$ cat src/rtl/core/msrt_pkg.sv
`default_nettype none

package msrt_pkg;

    // bank geometry
    localparam int NUM_SLOTS   = 8;
    localparam int COUNT_WIDTH = 16;

    // fixed field widths
    localparam int OP_W     = 3;
    localparam int SLOT_W   = 3;
    localparam int PERIOD_W = 16;
    localparam int REPEAT_W = 16;
    localparam int MASK_W   = 8;

    // command codes
    typedef enum logic [OP_W-1:0] {
        OP_TICK   = 3'd0,
        OP_ADD    = 3'd1,
        OP_CANCEL = 3'd2,
        OP_PAUSE  = 3'd3,
        OP_RESUME = 3'd4
    } op_t;

    // command broadcast to every cell
    typedef struct packed {
        logic                   valid;
        op_t                    op;
        logic [COUNT_WIDTH-1:0] period;
        logic [COUNT_WIDTH-1:0] repeat_count;
    } cmd_t;

endpackage

`default_nettype wire

$ cat src/rtl/core/msrt_cell.sv
`default_nettype none

// One timer slot. Takes the broadcast command, keeps its own counters and
// extends the live chain toward the next cell.
module msrt_cell (
    input  wire logic          clk,
    input  wire logic          rst_n,
    input  wire msrt_pkg::cmd_t cmd,
    input  wire logic          sel,
    input  wire logic          live_in,
    output logic               live_out,
    output logic               fired
);
    import msrt_pkg::*;

    typedef enum logic [1:0] {
        MODE_FREE  = 2'd0,
        MODE_RUN   = 2'd1,
        MODE_PAUSE = 2'd2
    } mode_t;

    mode_t                  mode_reg, mode_next;
    logic [COUNT_WIDTH-1:0] ticks_reg, ticks_next;
    logic [COUNT_WIDTH-1:0] reload_reg, reload_next;
    logic [COUNT_WIDTH-1:0] firings_reg, firings_next;

    logic                   live;
    logic [COUNT_WIDTH-1:0] ticks_dec;

    assign live = (mode_reg == MODE_RUN) || (mode_reg == MODE_PAUSE);

    // saturating countdown
    assign ticks_dec = (ticks_reg != '0) ? ticks_reg - 1'b1 : '0;

    // next-state logic
    always_comb
    begin
        mode_next    = mode_reg;
        ticks_next   = ticks_reg;
        reload_next  = reload_reg;
        firings_next = firings_reg;
        fired        = 1'b0;
        if (cmd.valid)
        begin
            case (cmd.op)
                OP_TICK:
                begin
                    if (live)
                    begin
                        ticks_next = ticks_dec;
                        if (mode_reg == MODE_RUN && ticks_dec == '0)
                        begin
                            fired      = 1'b1;
                            ticks_next = reload_reg;
                            if (firings_reg == COUNT_WIDTH'(1))
                                mode_next = MODE_FREE;
                            else if (firings_reg != '0)
                                firings_next = firings_reg - 1'b1;
                        end
                    end
                end
                OP_ADD:
                begin
                    if (sel)
                    begin
                        ticks_next   = cmd.period;
                        reload_next  = cmd.period;
                        firings_next = cmd.repeat_count;
                        mode_next    = MODE_RUN;
                    end
                end
                OP_CANCEL:
                begin
                    if (sel)
                        mode_next = MODE_FREE;
                end
                OP_PAUSE:
                begin
                    if (sel && live)
                        mode_next = MODE_PAUSE;
                end
                OP_RESUME:
                begin
                    if (sel && live)
                        mode_next = MODE_RUN;
                end
                default:
                begin
                    mode_next = mode_reg;
                end
            endcase
        end
    end

    // live chain uses the state after this item
    assign live_out = live_in || (mode_next == MODE_RUN) || (mode_next == MODE_PAUSE);

    // mode is control state
    always_ff @(posedge clk or negedge rst_n)
    begin
        if (!rst_n)
            mode_reg <= MODE_FREE;
        else
            mode_reg <= mode_next;
    end

    // counters, read only while the slot is live
    always_ff @(posedge clk)
    begin
        ticks_reg   <= ticks_next;
        reload_reg  <= reload_next;
        firings_reg <= firings_next;
    end

    // a firing comes only from a running slot on a tick
    a_fire_run: assert property (@(posedge clk) disable iff (!rst_n)
        fired |-> (mode_reg == MODE_RUN && cmd.op == OP_TICK))
        else $error("slot fired while not running on a tick");

    // a one-shot slot frees itself on its firing
    a_last_free: assert property (@(posedge clk) disable iff (!rst_n)
        (fired && firings_reg == COUNT_WIDTH'(1)) |=> (mode_reg == MODE_FREE))
        else $error("slot still live after its last firing");

endmodule

`default_nettype wire

$ cat src/rtl/core/multi_slot_repeat_timer.sv
//  channel   | signals                              | transfer
//  ----------+--------------------------------------+---------------------------
//  command   | start, busy, op, slot, period,       | start && !busy at clk edge
//            | repeat_count                         |
//  result    | done, fired_mask, any_active         | done high for one cycle
//
//  A command is taken every cycle (busy stays low); its result appears
//  with done in the following cycle, set by the single register stage behind the
//  slot cells. Throughput is one item per clock.
//  Reset clears every slot to free; counters are loaded by add before use.
//  The receiver cannot stall: each result is shown for exactly one cycle.
`default_nettype none

module multi_slot_repeat_timer (
    input  wire logic                          clk,
    input  wire logic                          rst_n,
    input  wire logic                          start,
    output logic                               busy,
    input  wire logic [msrt_pkg::OP_W-1:0]     op,
    input  wire logic [msrt_pkg::SLOT_W-1:0]   slot,
    input  wire logic [msrt_pkg::PERIOD_W-1:0] period,
    input  wire logic [msrt_pkg::REPEAT_W-1:0] repeat_count,
    output logic                               done,
    output logic [msrt_pkg::MASK_W-1:0]        fired_mask,
    output logic                               any_active
);
    import msrt_pkg::*;

    cmd_t                 cmd;
    logic                 accept;
    logic [NUM_SLOTS-1:0] sel;
    logic [NUM_SLOTS-1:0] fired;
    logic [NUM_SLOTS:0]   live_chain;
    logic [MASK_W-1:0]    mask_next;

    logic                 done_reg;
    logic [MASK_W-1:0]    mask_reg;
    logic                 active_reg;

    assign busy   = 1'b0;
    assign accept = start && !busy;

    // broadcast command, fields sized to the counter width
    assign cmd.valid        = accept;
    assign cmd.op           = op_t'(op);
    assign cmd.period       = COUNT_WIDTH'(period);
    assign cmd.repeat_count = COUNT_WIDTH'(repeat_count);

    // slot decode; an index beyond the bank selects nothing
    always_comb
    begin
        for (int i = 0; i < NUM_SLOTS; i++)
            sel[i] = (32'(slot) == i);
    end

    assign live_chain[0] = 1'b0;

    // row of slot cells
    for (genvar g = 0; g < NUM_SLOTS; g++)
    begin : g_cell
        msrt_cell u_cell (
            .clk      (clk),
            .rst_n    (rst_n),
            .cmd      (cmd),
            .sel      (sel[g]),
            .live_in  (live_chain[g]),
            .live_out (live_chain[g+1]),
            .fired    (fired[g])
        );
    end

    // slots below MASK_W are reported in the mask; with MASK_W equal to NUM_SLOTS that is every slot
    always_comb
    begin
        mask_next = '0;
        for (int i = 0; i < NUM_SLOTS; i++)
        begin
            if (i < MASK_W)
                mask_next[i] = fired[i];
        end
    end

    // result stage
    always_ff @(posedge clk or negedge rst_n)
    begin
        if (!rst_n)
            done_reg <= 1'b0;
        else
            done_reg <= accept;
    end

    always_ff @(posedge clk)
    begin
        if (accept)
        begin
            mask_reg   <= mask_next;
            active_reg <= live_chain[NUM_SLOTS];
        end
    end

    assign done       = done_reg;
    assign fired_mask = mask_reg;
    assign any_active = active_reg;

    // every result follows a transfer in the previous cycle
    a_done_src: assert property (@(posedge clk) disable iff (!rst_n)
        done |-> $past(accept))
        else $error("result without a command");

    // only a tick reports firings
    a_mask_tick: assert property (@(posedge clk) disable iff (!rst_n)
        (done && fired_mask != '0) |-> ($past(op) == OP_TICK))
        else $error("firing reported for a non-tick command");

    // an empty bank cannot fire on the next tick
    a_idle_quiet: assert property (@(posedge clk) disable iff (!rst_n)
        (done && !any_active && accept && op == OP_TICK) |=> (fired_mask == '0))
        else $error("firing from an empty bank");

endmodule

`default_nettype wire
$ cat config.mk
export PLATFORM = sky130hd
export DESIGN_NAME = multi_slot_repeat_timer
export DESIGN_NICKNAME = d
export VERILOG_FILES = /design/src/rtl/core/msrt_pkg.sv /design/src/rtl/core/msrt_cell.sv /design/src/rtl/core/multi_slot_repeat_timer.sv
export SDC_FILE = /design/constraint.sdc
export NUM_CORES = 1
export LEC_CHECK = 0
export ABC_CLOCK_PERIOD_IN_PS = 8600
export BUFFER_PORTS_ARGS = -buffer_cell sky130_fd_sc_hd__buf_2
export CORE_UTILIZATION = 35
export CTS_CLUSTER_DIAMETER = 30
export DETAILED_ROUTE_END_ITERATION = 16
export GPL_TIMING_DRIVEN = 1
export HOLD_SLACK_MARGIN = 0.08
export SLEW_MARGIN = 20
export SYNTH_ARGS = -nofsm -noshare
export SYNTH_HDL_FRONTEND = slang
export SYNTH_HIERARCHICAL = 1
export SYNTH_SLANG_ARGS = --single-unit
$ cat constraint.sdc
create_clock -name clk -period 8.6 [get_ports clk]
set_clock_uncertainty 0.1 [all_clocks]
set_input_delay 1.29 -clock clk [delete_from_list [all_inputs] [get_ports clk]]
set_output_delay 1.29 -clock clk [all_outputs]
set_load 0.005 [all_outputs]
==> results of run 1 <==
[synthesized netlist by cell type (all sizes together) (6+ instances only)]
master | n | area share
o21ai | 172 | 0.036
a31oi | 40 | 0.010
or3 | 32 | 0.0083
nand4b | 7 | 0.0025
nand2 | 221 | 0.034
or2 | 10 | 0.0026
maj3 | 7 | 0.0029
a21o | 12 | 0.0037
or4b | 11 | 0.0046
o31a | 10 | 0.0036
nand3b | 7 | 0.0022
or4 | 39 | 0.014
a211oi | 17 | 0.0053
nand3 | 43 | 0.0089
and2 | 9 | 0.0023
o31ai | 16 | 0.0067
nor4 | 71 | 0.023
or3b | 6 | 0.0022
nor2 | 333 | 0.052
a221oi | 24 | 0.0087
buf | 18 | 0.0063
a21oi | 168 | 0.036
o21bai | 7 | 0.0022
mux2i | 26 | 0.011
nand2b | 12 | 0.0031
and4 | 10 | 0.0036
nor3 | 107 | 0.025
edfxtp | 393 | 0.49
mux2 | 8 | 0.0039
dfrtp | 17 | 0.018
o22ai | 7 | 0.0018
xor2 | 58 | 0.021
and4b | 13 | 0.0054
xnor2 | 111 | 0.040
nor2b | 41 | 0.011
clkbuf | 73 | 0.011
nor3b | 29 | 0.0090
ha | 32 | 0.017
a22oi | 17 | 0.0053
inv | 71 | 0.011
nand4 | 15 | 0.0042
and3 | 22 | 0.0058
[worst min-delay path, delay by kind of cell, from the launching register on]
family	cells	cell delay, ns
AND/OR/NAND/NOR	1	0.07
AO/OA/AOI/OAI	1	0.05
flip-flops	1	0.31
[layer usage]
layer  GRT usage  part of all wire
met3      0.0361             0.073
met1       0.275              0.45
met4      0.0773             0.031
met2       0.307              0.44
met5           0           0.00011
[power by group]
group / internal, mW / total, mW / switching [mW] / leakage [nW]
Clock: 2.48 / 3.63 / 1.14 / 1.62
Sequential: 2.23 / 2.27 / 0.0395 / 3.76
Combinational: 0.125 / 0.387 / 0.263 / 4.01
Total: 4.84 / 6.29 / 1.45 / 9.39
[stage by stage]
step | worst slack [ns] | total power, mW | area (µm²)
6_report | 2.87 | 6.29 | 28600
5_1_grt | 2.48 | 6.49 | 28600
4_1_cts | 2.90 | 6.34 | 28500
3_5_place_dp | 2.27 | 2.69 | 25200
3_3_place_gp | 2.33 | 2.68 | 25200
2_1_floorplan | 3.90 | 2.52 | 24100
[cell families (layout without fill, tap and decap cells)]
| logic type | Yosys count | after routing |
|---|---|---|
| AND/OR/NAND/NOR | 1044 | 1044 |
| AO/OA/AOI/OAI | 541 | 541 |
| flip-flops | 410 | 410 |
| XOR/XNOR | 169 | 169 |
| buffers and inverters | 162 | 333 |
| adder cells (fa/ha/maj) | 39 | 39 |
| multiplexers | 34 | 34 |
| other | 1 | 6 |
[placed cells by master, fill, tap and decap left out, types with 17 or more instances in the layout]
cell type,count
a211oi_1,17
a21oi_1,164
a221oi_1,24
a22oi_1,17
a31oi_1,40
and3_1,21
buf_2,50
buf_4,20
clkbuf_1,20
clkbuf_16,108
clkinv_1,19
clkinv_2,25
dfrtp_1,17
edfxtp_1,393
ha_1,32
inv_1,71
mux2i_1,26
nand2_1,220
nand3_1,43
nor2_1,329
nor2b_1,37
nor3_1,95
nor3b_1,23
nor4_1,61
o21ai_0,166
or3_1,32
or4_1,30
xnor2_1,111
xor2_1,58
[worst min path at each step]
stage / depth (start not counted) / slack, ns / endpoint / startpoint
after floorplan: 1 / 0.39 / g_cell[6].u_cell/mode_reg[1] / g_cell[6].u_cell/mode_reg[1]
after global placement: 1 / 0.43 / g_cell[6].u_cell/mode_reg[1] / g_cell[6].u_cell/mode_reg[1]
after detailed placement: 2 / 0.44 / g_cell[2].u_cell/ticks_reg[9] / g_cell[2].u_cell/reload_reg[9]
after CTS: 1 / 0.45 / g_cell[6].u_cell/mode_reg[1] / g_cell[6].u_cell/mode_reg[1]
after global routing: 1 / 0.48 / g_cell[6].u_cell/mode_reg[1] / g_cell[6].u_cell/mode_reg[1]
final: 2 / 0.45 / g_cell[0].u_cell/ticks_reg[5] / g_cell[0].u_cell/reload_reg[5]
[layout make-up]
| class | count | area, µm² |
|---|---|---|
| Multi-Input combinational cell | 1830 | 11300 |
| Clock buffer | 131 | 2820 |
| Sequential cell | 410 | 12200 |
| Timing Repair Buffer | 70 | 400 |
| Fill cell | 6303 | 39100 |
| Inverter | 71 | 267 |
| Tap cell | 873 | 1090 |
| Antenna cell | 3 | 7.51 |
| Clock inverter | 61 | 492 |
==> run_results.csv, run 1 <==
group,metric,value,unit
run_status,outcome,"finished clean",
clock_tree,post_cts_resized,0,
placed_design,place_congestion,0.905,
synthesis,yosys_most_used_dff,"edfxtp_1",
run,timing.max_cap.violations,0,
worst_setup_path,worstReg2RegEnd,"any_active",
pwr,pwr_density_cell,220,mW/mm²
route,drcViolationCount,0,
clock_tree,clkLatencyLatePin,0.64,ns
global_routing,grt_overflow_total,0,
worst_setup_path,timing.critical_path.cells,"buf_2 -> buf_4 -> nor3b_2 -> buf_4 -> and3_1 -> and4b_1 -> nor2_1 -> nor2_1 -> a211oi_1 -> a21oi_1 -> a211oi_1 -> a21oi_1 -> a211oi_1 -> a21oi_1 -> nand2b_1 -> a211oi_1 -> o21ai_1 -> a211oi_1 -> o21ai_1 -> o21bai_1 -> a211oi_1 -> o21ai_1",
worst_setup_path,worst_path_bufs_invs,3,
placed_design,placement.io_buffers,50,
synthesis,synth-async-reset-ratio,0.0415,
route,routedWlPerCell,20.4,µm
placed_design,detailedPlacementHpwl,44900,µm
global_routing,grt_first_pass_wirelength,109000,µm
route,drtPass1Iterations,6,
route,route.vias.total,19600,
worst_setup_path,start_kind,"input port",
synthesis,synthesis.area,0.0241,mm²
worst_setup_path,crit_path_end,"any_active",
final_layout,layout.cells.non_filler,3449,
worst_setup_path,end_kind,"register",
die,top_level_ports,52,
route,drt.antenna.violating_nets,0,
synthesis,muxShareOfSynthArea,0.0147,
clock_tree,post-cts-setup-buffers,0,
synthesis,synthesized_area_fraction_occupied_by_ao_oa_aoi_and_oai_cells,0.143,
sta,final.setup.tns,0,ns
clock_tree,clk_root_buffer_cell,"clkbuf_16",
worst_setup_path,reg2reg_setup_slack,3.56,ns
die,fp.coreArea,0.0676,mm²
synthesis,synthesis.yosys.warnings,6,
die,starting_density,0.356,
worst_setup_path,critical_path_arrival,5.99,ns
pwr,leakage,9.39,nW
global_routing,global_route.usage.total,0.199,
synthesis,synth_top_family_by_area,"simple AND/OR/NAND/NOR gates",
final_layout,finish.utilization,0.422,
sta,finalCritPeriodShare,0.667,
hold_path,holdCritPathClass,"reg2reg",
sta,timing.final.crit_period,5.73,ns
sta,worst_pin_slew,1.13,ns
route,finalWirelength,70300,µm
clock_tree,clock_sinks,410,
clock_tree,numCtsBuffers,104,
sta,hold_slack,0.454,ns
die,placement_rows,95,
route,detail_route.iter0.violations,1694,
sta,worst_slew_margin_rel,0.248,
sta,finalSetupViolCount,0,
pwr,ir_drop,0.000158,V
sta,maxSlewViolCount,0,
worst_setup_path,path_delay_family,"compound AO/OA/AOI/OAI gates",
sta,grt_setup_unrepaired,"false",
worst_setup_path,worst_setup_path_category,"in2reg",
global_routing,antenna_violations_before_repair,10,
worst_setup_path,worst-path-max-fanout,68,
synthesis,synth_cells,2400,
worst_setup_path,cp_data_required_time,8.86,ns
synthesis,avgSynthCellArea,10.0,µm²
worst_setup_path,critical-path-slowest-cell,"and3_1",
placed_design,place_inst,3254,
worst_setup_path,worst_reg2reg_path_startpoint,"g_cell[0].u_cell/ticks_reg[0]",
worst_setup_path,cp_launch_point,"op[0]",
clock_tree,cts.htree.levels,3,
clock_tree,tritoncts,"yes",
route,avgViaCountPerCell,5.69,
final_layout,finalNetCount,2560,
die,die_width,264,µm
global_routing,maximum_number_of_pins_on_one_net_before_global_route_repair,69,
clock_tree,cts_hold_buffers,0,
die,die_h,264,µm
synthesis,flip_flop_and_latch_count_after_synthesis,410,
synthesis,edff_count_synth,393,
worst_setup_path,timing.reg2reg.worst_path_depth,20,
synthesis,synth_xor_xnor_area_share,0.0614,
synthesis,yosysSeqAreaShare,0.507,
global_routing,first_global_vias,18900,
die,design.die.area,0.0699,mm²
clock_tree,clock_tree_buf_depth,3,
sta,achievable_frequency,174,MHz
worst_setup_path,path_depth,22,
synthesis,yosys.area_share.adder,0.0195,
final_layout,drive_above_1_share,0.127,
synthesis,synth_simple_gate_area_frac,0.226,
sta,report.final.hold_viol_count,0,
clock_tree,clkSlewWorstSetupHoldPaths,0.04,ns
final_layout,area.growth.synth_to_final,18.5,%
worst_setup_path,crit_top_cell,"a211oi_1",
synthesis,post_synth_num_cell_types,83,
worst_setup_path,cp_slowest_stage_delay,0.85,ns
(Power assumes the default switching activity.)
==> run 2: changes to the inputs <==
--- a/config.mk
+++ b/config.mk
@@ -5,7 +5,8 @@
 export SDC_FILE = /design/constraint.sdc
 export NUM_CORES = 1
 export LEC_CHECK = 0
-export ABC_CLOCK_PERIOD_IN_PS = 8600
+export ABC_AREA = 1
+export ABC_CLOCK_PERIOD_IN_PS = 5100
 export BUFFER_PORTS_ARGS = -buffer_cell sky130_fd_sc_hd__buf_2
 export CORE_UTILIZATION = 35
 export CTS_CLUSTER_DIAMETER = 30
==> constraint.sdc (replaced) <==
create_clock -name clk -period 5.1 [get_ports clk]
set_clock_uncertainty 0.1 [all_clocks]
set_input_delay 0.765 -clock clk [delete_from_list [all_inputs] [get_ports clk]]
set_output_delay 0.765 -clock clk [all_outputs]
set_load 0.005 [all_outputs]
==> run 2 against run 1 <==
Hold slack worse by 0.031 ns. Sequential power is 71% higher. Clock power is 77% higher. Synthesized area is 5.7% higher. Routed wire length is 1.5% lower. Register-to-register slack worse by 2.1 ns. Largest cell class unchanged.
==> run_results.csv, run 2 <==
group,metric,value,unit
run_status,outcome,"finished clean",
placed_design,place_congestion,0.861,
worst_setup_path,end_kind,"register",
sta,hold_slack,0.423,ns
placed_design,place_inst,4162,
route,finalWirelength,69300,µm
placed_design,placement.io_buffers,50,
synthesis,post_synth_num_cell_types,43,
pwr,ir_drop,0.000394,V
final_layout,fillerInstances,7111,
worst_setup_path,path_delay_family,"simple AND/OR/NAND/NOR gates",
die,starting_density,0.355,
die,die_width,272,µm
worst_setup_path,cp_data_required_time,5.37,ns
die,placement_rows,98,
pwr,pwr_density_cell,367,mW/mm²
synthesis,synth_cells,3212,
final_layout,layout.cells.non_filler,4349,
global_routing,maximum_number_of_pins_on_one_net_before_global_route_repair,49,
worst_setup_path,worst_path_bufs_invs,9,
global_routing,first_global_vias,20100,
route,drtPass1Iterations,8,
route,route.vias.total,21600,
sta,final.setup.tns,0,ns
worst_setup_path,worst_setup_path_category,"reg2reg",
synthesis,synth-async-reset-ratio,0.0415,
synthesis,yosysTopAreaCell,"edfxtp_1",
clock_tree,clkLatencyLatePin,0.63,ns
global_routing,global_route.usage.total,0.186,
sta,maxSlewViolCount,0,
synthesis,yosysSeqAreaShare,0.480,
worst_setup_path,critical-path-slowest-cell,"edfxtp_1",
sta,report.final.hold_viol_count,0,
die,design.die.area,0.0739,mm²
synthesis,synth_top_cell_area_share,0.463,
placed_design,detailedPlacementHpwl,47300,µm
global_routing,grt_first_pass_wirelength,108000,µm
final_layout,layout_common_cells,"nand2_1 (818), nor2_1 (478), edfxtp_1 (393)",
die,die_h,272,µm
sta,worst_pin_slew,0.871,ns
synthesis,ys_top_cells_by_area,"edfxtp_1 (46%), nand2_1 (12%), nor2_1 (7.0%), inv_1 (5.3%), nand3_1 (4.5%)",
synthesis,yosys_most_used_dff,"edfxtp_1",
synthesis,flip_flop_and_latch_count_after_synthesis,410,
sta,grt_setup_unrepaired,"false",
route,detail_route.iter0.violations,1841,
clock_tree,clock_sinks,410,
route,drcViolationCount,0,
pwr,leakage,11.9,nW
global_routing,grt_overflow_total,0,
sta,finalSetupViolCount,0,
final_layout,finalNetCount,3389,
clock_tree,post_cts_resized,0,
clock_tree,clk_root_buffer_cell,"clkbuf_16",
sta,timing.final.crit_period,3.64,ns
hold_path,holdCritPathClass,"reg2reg",
clock_tree,tritoncts,"yes",
worst_setup_path,worst-path-max-fanout,17,
clock_tree,clock_tree_buf_depth,3,
clock_tree,post-cts-setup-buffers,0,
route,routedWlPerCell,15.9,µm
synthesis,synthesis.yosys.warnings,6,
sta,finalCritPeriodShare,0.714,
worst_setup_path,critical_path_arrival,3.91,ns
synthesis,synth_common_cells,"nand2_1 (818), nor2_1 (478), edfxtp_1 (393)",
placed_design,placedInstanceArea,0.0268,mm²
route,avgViaCountPerCell,4.96,
clock_tree,cts.htree.levels,3,
synthesis,synthesis.area,0.0255,mm²
worst_setup_path,start_kind,"register",
final_layout,area.growth.synth_to_final,18.7,%
final_layout,mostFrequentLayoutCell,"nand2_1",
synthesis,avgSynthCellArea,7.93,µm²
clock_tree,numCtsBuffers,101,
sta,achievable_frequency,275,MHz
final_layout,layout.cell_area.non_filler,0.0302,mm²
worst_setup_path,cp_slowest_stage_delay,0.35,ns
global_routing,antenna_violations_before_repair,11,
run,timing.max_cap.violations,0,
worst_setup_path,crit_top_cell,"nand3_1",
sta,worst_slew_margin_rel,0.419,
route,drt.antenna.violating_nets,0,
final_layout,drive_above_1_share,0.114,
synthesis,edff_count_synth,393,
die,top_level_ports,52,
die,fp.coreArea,0.0717,mm²
synthesis,synth_most_common_cell,"nand2_1",
pwr,report.power.total,11.1,mW
clock_tree,clkSlewWorstSetupHoldPaths,0.05,ns
[run 2: routing by layer]
metal	wire, µm	share of wire	global-route usage	up-vias
met2	30000	0.43	0.285	579
li1	-	-	-	10900
met1	32800	0.47	0.262	9919
met4	1690	0.024	0.0618	12
met3	4790	0.069	0.0366	116
met5	78	0.0011	0	-
[run 2: path summary, 6_finish.rpt]
| path | from | endpoint | slack, ns | cells after the start |
|---|---|---|---|---|
| max | g_cell[0].u_cell/ticks_reg[0] | any_active | 1.46 | 31 |
| min | g_cell[6].u_cell/reload_reg[3] | g_cell[6].u_cell/ticks_reg[3] | 0.42 | 2 |
| max reg2reg | g_cell[0].u_cell/ticks_reg[0] | any_active | 1.46 | 31 |
| min reg2reg | g_cell[6].u_cell/reload_reg[3] | g_cell[6].u_cell/ticks_reg[3] | 0.42 | 2 |
| max in group asynchronous | rst_n | g_cell[4].u_cell/mode_reg[0] | 3.96 | 2 |
| min in group asynchronous | rst_n | done | 0.56 | 2 |
[run 2: layout make-up]
cell class / instances / area [µm²] / area share
Sequential cell: 410 / 12200 / 0.404
Clock buffer: 121 / 2670 / 0.0882
Multi-Input combinational cell: 2346 / 11500 / 0.380
Clock inverter: 62 / 762 / 0.0252
Antenna cell: 3 / 7.51 / 0.000248
Inverter: 377 / 1420 / 0.0468
Tap cell: 950 / 1190 / 0.0393
Timing Repair Buffer: 80 / 478 / 0.0158
[run 2: kinds of logic after synthesis]
group                      count (synthesis)  share of synthesized area
DFF                                      410                      0.480
buffers and inverters                    457                     0.0732
xor gates and xnor gates                  76                     0.0261
adders and majority gates                 32                     0.0157
AOI/OAI and AO/OA                        509                      0.111
and+or+nand+nor                         1727                      0.294
other                                      1                   0.000147
[run 2: worst register-to-register path, delay by kind of cell (launching register included)]
family,cells,cell delay (ns)
simple gates,21,2.11
buf+inv,9,0.58
flops,1,0.35
fa+ha+maj,1,0.25
[run 2: report_power, final]
| group | internal, mW | switching [mW] |
|---|---|---|
| sequential | 3.81 | 0.0768 |
| clock | 4.52 | 1.91 |
| combinational | 0.234 | 0.562 |
| total | 8.56 | 2.55 |
[run 2: timing repair]
item | 4_1_cts | 5_1_grt
endpoints found under the setup margin | 0 | 0
endpoints found under the hold margin | 17 | 0
hold buffers | 1 | 0
[run 2: per-stage QoR]
| step | setup slack (ns) | utilization |
|---|---|---|
| after CTS | 1.43 | 0.422 |
| after detailed placement | 1.33 | 0.374 |
| after global routing | 0.912 | 0.422 |
| final | 1.46 | 0.422 |
| after global placement | 1.38 | 0.373 |
| after floorplan | 0.708 | - |
